===== config.mk =====
export PLATFORM = sky130hd
export DESIGN_NAME = prime_count_in_range
export DESIGN_NICKNAME = d
export VERILOG_FILES = /design/src/hw/rtl/pcr_pkg.sv /design/src/hw/rtl/pcr_ctrl.sv /design/src/hw/rtl/pcr_dpath.sv /design/src/hw/rtl/prime_count_in_range.sv
export VERILOG_INCLUDE_DIRS = /design/src /design/src/hw/rtl
export SDC_FILE = /design/constraint.sdc
export NUM_CORES = 1
export LEC_CHECK = 0
export BUFFER_PORTS_ARGS = -buffer_cell sky130_fd_sc_hd__buf_2
export CAP_MARGIN = 10
export CORE_MARGIN = 2
export CORE_UTILIZATION = 40
export CTS_CLUSTER_SIZE = 25
export DETAILED_ROUTE_END_ITERATION = 8
export MAX_ROUTING_LAYER = met4
export SLEW_MARGIN = 40
export SYNTH_ARGS = -nofsm -noshare
export SYNTH_HDL_FRONTEND = slang
export SYNTH_SLANG_ARGS = --single-unit

===== constraint.sdc =====
create_clock -name aclk -period 3.2 [get_ports aclk]
set_clock_uncertainty 0.05 [all_clocks]
set_input_delay 0.48 -clock aclk [delete_from_list [all_inputs] [get_ports aclk]]
set_output_delay 0.48 -clock aclk [all_outputs]
set_load 0.05 [all_outputs]

===== src/hw/rtl/prime_count_in_range_defines.svh =====
// Assertion macros for the prime counter.
`ifndef PRIME_COUNT_IN_RANGE_DEFINES_SVH
`define PRIME_COUNT_IN_RANGE_DEFINES_SVH

`ifndef NO_ASSERTIONS
`define PCR_ASSERT(lbl, clk, rstn, prop) \
    lbl: assert property (@(posedge clk) disable iff (!rstn) prop) \
        else $error("prime counter assertion failed");
`define PCR_ASSERT_NEVER(lbl, clk, rstn, expr) \
    lbl: assert property (@(posedge clk) disable iff (!rstn) !(expr)) \
        else $error("prime counter forbidden condition");
`else
`define PCR_ASSERT(lbl, clk, rstn, prop)
`define PCR_ASSERT_NEVER(lbl, clk, rstn, expr)
`endif

`endif


===== src/hw/rtl/pcr_pkg.sv =====
package pcr_pkg;

    localparam int FIRST_PRIME = 2;
    localparam int COUNT_W     = 12;
    localparam int M_TDATA_W   = 16;
    localparam logic [COUNT_W-1:0] COUNT_MAX = '1;

    typedef enum logic [2:0] {
        ST_IDLE,
        ST_CAND,
        ST_CHECK,
        ST_DIV,
        ST_REM,
        ST_ADV,
        ST_DONE
    } pcr_state_t;

    typedef struct packed {
        logic load;
        logic init_div;
        logic start_rem;
        logic div_step;
        logic next_div;
        logic count_inc;
        logic next_cand;
        logic out_load;
    } pcr_cmd_t;

    typedef struct packed {
        logic empty;
        logic n_is_two;
        logic n_even;
        logic dsq_gt_n;
        logic div_last;
        logic rem_zero;
        logic n_is_hi;
        logic out_free;
    } pcr_status_t;

endpackage


===== src/hw/rtl/pcr_ctrl.sv =====
module pcr_ctrl (
    input  logic                 aclk,
    input  logic                 aresetn,
    input  logic                 s_tvalid,
    output logic                 s_tready,
    input  pcr_pkg::pcr_status_t status,
    output pcr_pkg::pcr_cmd_t    cmd
);

    pcr_pkg::pcr_state_t state_reg;
    pcr_pkg::pcr_state_t state_next;

    always_ff @(posedge aclk) begin
        if (!aresetn) begin
            state_reg <= pcr_pkg::ST_IDLE;
        end else begin
            state_reg <= state_next;
        end
    end

    always_comb begin
        state_next = state_reg;
        cmd        = '0;
        s_tready   = 1'b0;
        unique case (state_reg)
            pcr_pkg::ST_IDLE: begin
                s_tready = 1'b1;
                if (s_tvalid) begin
                    cmd.load   = 1'b1;
                    state_next = pcr_pkg::ST_CAND;
                end
            end
            pcr_pkg::ST_CAND: begin
                if (status.empty) begin
                    state_next = pcr_pkg::ST_DONE;
                end else if (status.n_is_two) begin
                    cmd.count_inc = 1'b1;
                    state_next    = pcr_pkg::ST_ADV;
                end else if (status.n_even) begin
                    state_next = pcr_pkg::ST_ADV;
                end else begin
                    cmd.init_div = 1'b1;
                    state_next   = pcr_pkg::ST_CHECK;
                end
            end
            pcr_pkg::ST_CHECK: begin
                if (status.dsq_gt_n) begin
                    cmd.count_inc = 1'b1;
                    state_next    = pcr_pkg::ST_ADV;
                end else begin
                    cmd.start_rem = 1'b1;
                    state_next    = pcr_pkg::ST_DIV;
                end
            end
            pcr_pkg::ST_DIV: begin
                cmd.div_step = 1'b1;
                if (status.div_last) begin
                    state_next = pcr_pkg::ST_REM;
                end
            end
            pcr_pkg::ST_REM: begin
                if (status.rem_zero) begin
                    state_next = pcr_pkg::ST_ADV;
                end else begin
                    cmd.next_div = 1'b1;
                    state_next   = pcr_pkg::ST_CHECK;
                end
            end
            pcr_pkg::ST_ADV: begin
                if (status.n_is_hi) begin
                    state_next = pcr_pkg::ST_DONE;
                end else begin
                    cmd.next_cand = 1'b1;
                    state_next    = pcr_pkg::ST_CAND;
                end
            end
            pcr_pkg::ST_DONE: begin
                if (status.out_free) begin
                    cmd.out_load = 1'b1;
                    state_next   = pcr_pkg::ST_IDLE;
                end
            end
            default: begin
                state_next = pcr_pkg::ST_IDLE;
            end
        endcase
    end

endmodule


===== src/hw/rtl/pcr_dpath.sv =====
`include "prime_count_in_range_defines.svh"

module pcr_dpath #(
    parameter int VALUE_BITS = 16
) (
    input  logic                          aclk,
    input  logic                          aresetn,
    input  pcr_pkg::pcr_cmd_t             cmd,
    output pcr_pkg::pcr_status_t          status,
    input  logic [VALUE_BITS-1:0]         first_bound,
    input  logic [VALUE_BITS-1:0]         second_bound,
    output logic                          m_tvalid,
    input  logic                          m_tready,
    output logic [pcr_pkg::COUNT_W-1:0]   prime_count
);

    localparam int UW = VALUE_BITS - 1;
    localparam int SW = UW + 2;
    localparam int CW = $clog2(UW);
    localparam logic signed [VALUE_BITS-1:0] TWO_S = VALUE_BITS'(pcr_pkg::FIRST_PRIME);

    logic signed [VALUE_BITS-1:0] a_s;
    logic signed [VALUE_BITS-1:0] b_s;
    logic signed [VALUE_BITS-1:0] lo_s;
    logic signed [VALUE_BITS-1:0] hi_s;
    logic [UW-1:0]                lo_start;

    logic [UW-1:0]                n_reg;
    logic [UW-1:0]                hi_reg;
    logic                         empty_reg;
    logic [UW-1:0]                d_reg;
    logic [SW-1:0]                dsq_reg;
    logic [UW-1:0]                rem_reg;
    logic [UW-1:0]                rem_next;
    logic [UW-1:0]                quo_reg;
    logic [CW-1:0]                bit_reg;
    logic [pcr_pkg::COUNT_W-1:0]  count_reg;
    logic                         m_tvalid_reg;
    logic [pcr_pkg::COUNT_W-1:0]  m_data_reg;

    logic [UW:0]                  rem_sh;
    logic                         rem_ge;

    assign a_s      = signed'(first_bound);
    assign b_s      = signed'(second_bound);
    assign lo_s     = (a_s < b_s) ? a_s : b_s;
    assign hi_s     = (a_s < b_s) ? b_s : a_s;
    assign lo_start = (lo_s < TWO_S) ? UW'(pcr_pkg::FIRST_PRIME) : lo_s[UW-1:0];

    assign rem_sh   = {rem_reg, quo_reg[UW-1]};
    assign rem_ge   = rem_sh >= {1'b0, d_reg};
    assign rem_next = rem_ge ? UW'(rem_sh - {1'b0, d_reg}) : rem_sh[UW-1:0];

    always_ff @(posedge aclk) begin
        if (cmd.load) begin
            n_reg     <= lo_start;
            hi_reg    <= hi_s[UW-1:0];
            empty_reg <= hi_s < TWO_S;
            count_reg <= '0;
        end else begin
            if (cmd.next_cand) begin
                n_reg <= n_reg + UW'(1);
            end
            if (cmd.count_inc && count_reg != pcr_pkg::COUNT_MAX) begin
                count_reg <= count_reg + pcr_pkg::COUNT_W'(1);
            end
        end
        if (cmd.init_div) begin
            d_reg   <= UW'(3);
            dsq_reg <= SW'(9);
        end else if (cmd.next_div) begin
            d_reg   <= d_reg + UW'(2);
            dsq_reg <= dsq_reg + (SW'(d_reg) << 2) + SW'(4);
        end
        if (cmd.start_rem) begin
            rem_reg <= '0;
            quo_reg <= n_reg;
            bit_reg <= CW'(UW - 1);
        end else if (cmd.div_step) begin
            rem_reg <= rem_next;
            quo_reg <= quo_reg << 1;
            bit_reg <= bit_reg - CW'(1);
        end
        if (cmd.out_load) begin
            m_data_reg <= count_reg;
        end
    end

    always_ff @(posedge aclk) begin
        if (!aresetn) begin
            m_tvalid_reg <= 1'b0;
        end else if (cmd.out_load) begin
            m_tvalid_reg <= 1'b1;
        end else if (m_tready) begin
            m_tvalid_reg <= 1'b0;
        end
    end

    always_comb begin
        status          = '0;
        status.empty    = empty_reg;
        status.n_is_two = n_reg == UW'(pcr_pkg::FIRST_PRIME);
        status.n_even   = !n_reg[0];
        status.dsq_gt_n = dsq_reg > SW'(n_reg);
        status.div_last = bit_reg == '0;
        status.rem_zero = rem_reg == '0;
        status.n_is_hi  = n_reg == hi_reg;
        status.out_free = !m_tvalid_reg || m_tready;
    end

    assign m_tvalid    = m_tvalid_reg;
    assign prime_count = m_data_reg;

    `PCR_ASSERT_NEVER(a_div_even, aclk, aresetn, cmd.div_step && !d_reg[0])
    `PCR_ASSERT(a_rem_bound, aclk, aresetn, $past(cmd.div_step) |-> rem_reg < d_reg)
    `PCR_ASSERT(a_count_moves, aclk, aresetn, cmd.count_inc |=> count_reg != '0)
    `PCR_ASSERT_NEVER(a_load_busy, aclk, aresetn, cmd.out_load && m_tvalid_reg && !m_tready)

endmodule


===== src/hw/rtl/prime_count_in_range.sv =====
// Prime counter over a signed interval.
// Input channel (s_): one transfer carries two signed bounds of VALUE_BITS each,
// in either order; the block counts the primes p with lo <= p <= hi by trial
// division with odd divisors up to the square root of each candidate.
// Result channel (m_): one transfer per input item, a 12-bit count that
// saturates at 4095; intervals wholly below two give zero.
// Per candidate, 2 is counted at once and other even candidates are skipped;
// each odd candidate is divided by odd trial divisors from 3 until one divides
// it or the divisor's square exceeds it, using a bit-serial remainder unit of
// VALUE_BITS - 1 steps per divisor.
// One item is in work at a time; s_tready is high only while idle.
// The result waits in an output register, so a new item may be taken
// while the receiver stalls; a finished count holds until the register frees.
// Reset (aresetn low, synchronous) returns the controller to idle and drops
// any pending result.
module prime_count_in_range #(
    parameter int VALUE_BITS = 16
) (
    input  logic                                   aclk,
    input  logic                                   aresetn,
    input  logic                                   s_tvalid,
    output logic                                   s_tready,
    // first_bound, second_bound
    input  logic [((2*VALUE_BITS+7)/8)*8-1:0]      s_tdata,
    output logic                                   m_tvalid,
    input  logic                                   m_tready,
    // prime_count
    output logic [pcr_pkg::M_TDATA_W-1:0]          m_tdata
);

    pcr_pkg::pcr_cmd_t              cmd;
    pcr_pkg::pcr_status_t           status;
    logic [pcr_pkg::COUNT_W-1:0]    prime_count;

    pcr_ctrl u_ctrl (
        .aclk     (aclk),
        .aresetn  (aresetn),
        .s_tvalid (s_tvalid),
        .s_tready (s_tready),
        .status   (status),
        .cmd      (cmd)
    );

    pcr_dpath #(
        .VALUE_BITS (VALUE_BITS)
    ) u_dpath (
        .aclk         (aclk),
        .aresetn      (aresetn),
        .cmd          (cmd),
        .status       (status),
        .first_bound  (s_tdata[VALUE_BITS-1:0]),
        .second_bound (s_tdata[2*VALUE_BITS-1:VALUE_BITS]),
        .m_tvalid     (m_tvalid),
        .m_tready     (m_tready),
        .prime_count  (prime_count)
    );

    assign m_tdata = {{(pcr_pkg::M_TDATA_W - pcr_pkg::COUNT_W){1'b0}}, prime_count};

endmodule


==> results by group <==
STA
  • Max-slew violation count: 0
  • Tightest Pin Transition: 0.712 ns
  • Final number of setup-violating endpoints: 0
  • RSZ-0062 raised after global routing: false
  • Final min period: 2.95 ns
  • Slew margin rel.: 0.521
  • Fmax: 339 MHz
  • Fin Setup TNS: 0 ns
  • Final hold vios: 0
  • Final Cycle Share: 0.921

Power
  • VDD IR max: 0.000355 V
  • PwrDens: 894 mW/mm^2
  • Static Leakage: 4.01 nW

Yosys
  • Post-synth top area share: 0.216
  • XOR/XNOR Fraction of Synth Area: 0.0631
  • Syn Std Cell Area: 0.00805 mm^2
  • Leading register cell type out of synthesis: dfxtp_1
  • Synth cell types: 65
  • Compound-Gate Fraction of Synth Area: 0.157
  • Post-Syn Area per Cell: 9.24 um^2
  • Synth warn: 0
  • Seq cells post-synth: 121
  • Cell taking the most area after synthesis: edfxtp_1
  • Mux cell area share after synthesis: 0.0710
  • Post-synthesis simple-gate area fraction: 0.169
  • Synth Area in Adders: 0.118
  • Largest family of logic cells by synthesized area: simple AND/OR/NAND/NOR gates
  • Register area share after synthesis: 0.373
  • Cells after Synth: 871
  • Post-synth EDFFs: 58
  • Ys async rst share: 0
  • Synth top area cells: edfxtp_1, dfxtp_1, ha_1, xnor2_1, mux2i_1

Global routing
  • Antenna violations before repair: 0
  • GR Overflow Total: 0
  • First-pass GRT wire length: 31700 um
  • Largest net degree at the start of global routing: 46
  • Vias in the first global route: 6152
  • GRT Util Overall: 0.192

Die
  • Die Width: 146 um
  • Initial Util: 0.411
  • Die Y: 146 um
  • Die area: 0.0213 mm^2
  • Core area: 0.0196 mm^2
  • IO Count: 54
  • Row cnt: 51

Detailed routing
  • Initial DRC count: 330
  • Antenna Nets Post-Route: 0
  • Via count: 6511
  • Via-to-Cell Ratio: 5.39
  • First-pass DRT Iterations: 5
  • WL/cell: 15.9 um
  • DR DRC count: 0
  • Post-Route WL: 19200 um

Worst setup path
  • CP top delay family: compound AO/OA/AOI/OAI gates
  • CP peak stage delay: 0.49 ns
  • CP cell instances: fa_1, a21o_1, a21oi_2, o21ai_0, a311o_1, a41o_1, buf_4, mux2i_1, o22ai_1
  • Buf/Inv on CP: 1
  • Max FO, Critical Path: 11
  • Worst Setup Path Type: reg -> reg
  • CP arrival: 3.19 ns
  • Crit path required time: 3.45 ns
  • CP Capture Type: flip-flop
  • Slowest-stage cell, CP: fa_1
  • Startpoint types: flip-flop

CTS
  • CTS tree: built
  • Depth of the CTS H-tree: 4
  • Max Root-Sink Buffers: 2
  • CTS sink count: 121
  • Clk_lat worst skew: 0.42 ns
  • Root buffer cell: clkbuf_16
  • # hold bufs at CTS: 0
  • Number of CTS-inserted buffers: 17
  • Clock Pin Slew Worst Setup and Hold Paths: 0.06 ns

Cells and area
  • Layout cells sized above 1: 0.147
  • Syn-to-layout area delta: 15.3%
  • Diodes inserted: 0
  • Non-filler cells in the finished layout: 1209
  • Layout Nets: 1042

Placement
  • Number of port buffers: 49
  • Placed Cells: 1177
  • Routability cong.: 0.929
  • Detailed placer's ending HPWL: 14800 um

Flow run
  • Max-cap violations: 0

Hold path
  • Hold/Removal Path Class: in -> reg

Status
  • Status: complete, no violations
metrics by stage:
step	utilization	hold slack, ns	instance area (um^2)	worst slack [ns]	total power (W)
6_report	0.474	0.267	9280	0.252	0.00830
5_1_grt	0.474	0.279	9280	0.0566	0.00894
2_1_floorplan	-	0.386	8070	0.147	0.00546
3_5_place_dp	0.444	0.419	8700	0.159	0.00649
4_1_cts	0.473	0.254	9260	0.140	0.00835
3_3_place_gp	0.444	0.415	8700	0.239	0.00643
where the power goes:
group	leakage, nW	internal, W	switching [W]
logic	2.68	0.00174	0.00222
registers	1.06	0.00213	0.000380
clock network	0.269	0.00109	0.000732
total	4.01	0.00496	0.00333
worst min-delay path: stages:
cell and delay, ns:
buf_2 0.12, nand2_1 0.05, o21ai_0 0.06
cells by family after synthesis:
logic type | after synthesis
compound gates | 197
xor+xnor | 58
fa+ha+maj | 75
buf+inv | 95
flops | 121
mux | 55
other cells | 1
simple gates | 269
synth_stat cells (4+ instances only):
master     n
a211o_1    6
a211oi_1  10
a21o_1    21
a21oi_1   43
a31oi_1    5
and3_1     8
and4_1     4
buf_2      4
buf_4      5
clkbuf_1  24
dfxtp_1   63
edfxtp_1  58
ha_1      73
inv_1     58
mux2_2    17
mux2i_1   38
nand2_1   81
nand2b_1   9
nand3_1   24
nand3b_1   5
nand4_1   22
nor2_1    48
nor2b_1    8
nor3_1    19
nor4_1    17
o21a_1    10
o21ai_0   48
o21bai_1   4
o22ai_1   25
or3_1      7
xnor2_1   49
xor2_1     9
routing by layer:
layer	vias up	track usage	wire length [um]
met3	22	0.0392	694
met2	114	0.308	9050
met1	3059	0.247	9220
li1	3316	-	-
met4	0	0.0505	280
met5	-	-	0
final cells by class:
class	count	area, um^2
fill	1871	10300
multi-input combinational	658	4710
sequential	121	3000
timing repair buffer	74	445
clock buffer	19	443
tap	265	332
inverter	59	221
clock inverter	13	121
cells in the final DEF, fill, tap and decap left out, drive strengths merged, types with 17 or more instances in the layout:
cell type and n:
nand2 81, mux2 17, o22ai 25, ha 73, mux2i 38, edfxtp 58, dfxtp 63, nor4 19
a21o 22, o21ai 48, nor3 19, nand4 22, buf 74, clkbuf 19, nor2 48, a21oi 43
xnor2 49, nand3 24, inv 61
timing repair:
| action | CTS | global route |
|---|---|---|
| buffers inserted | 0 | 0 |
| setup endpoints to repair | 0 | 4 |
| gates resized for setup | 0 | 2 |
worst paths after layout:
| check | start | end | slack (ns) | cells after the start |
|---|---|---|---|---|
| hold / removal | aresetn | u_ctrl.state_reg[2]$_SDFFE_PN0P_ | 0.27 | 3 |
| hold reg to reg | u_dpath.count_reg[5]$_SDFFE_PP0P_ | u_dpath.count_reg[5]$_SDFFE_PP0P_ | 0.43 | 1 |
| setup / recovery | u_dpath.quo_reg[14]$_DFFE_PP_ | u_dpath.rem_reg[12]$_SDFFE_PP0P_ | 0.25 | 9 |
| setup reg to reg | u_dpath.quo_reg[14]$_DFFE_PP_ | u_dpath.rem_reg[12]$_SDFFE_PP0P_ | 0.25 | 9 |
No activity file was read; power rests on OpenSTA's default activity.
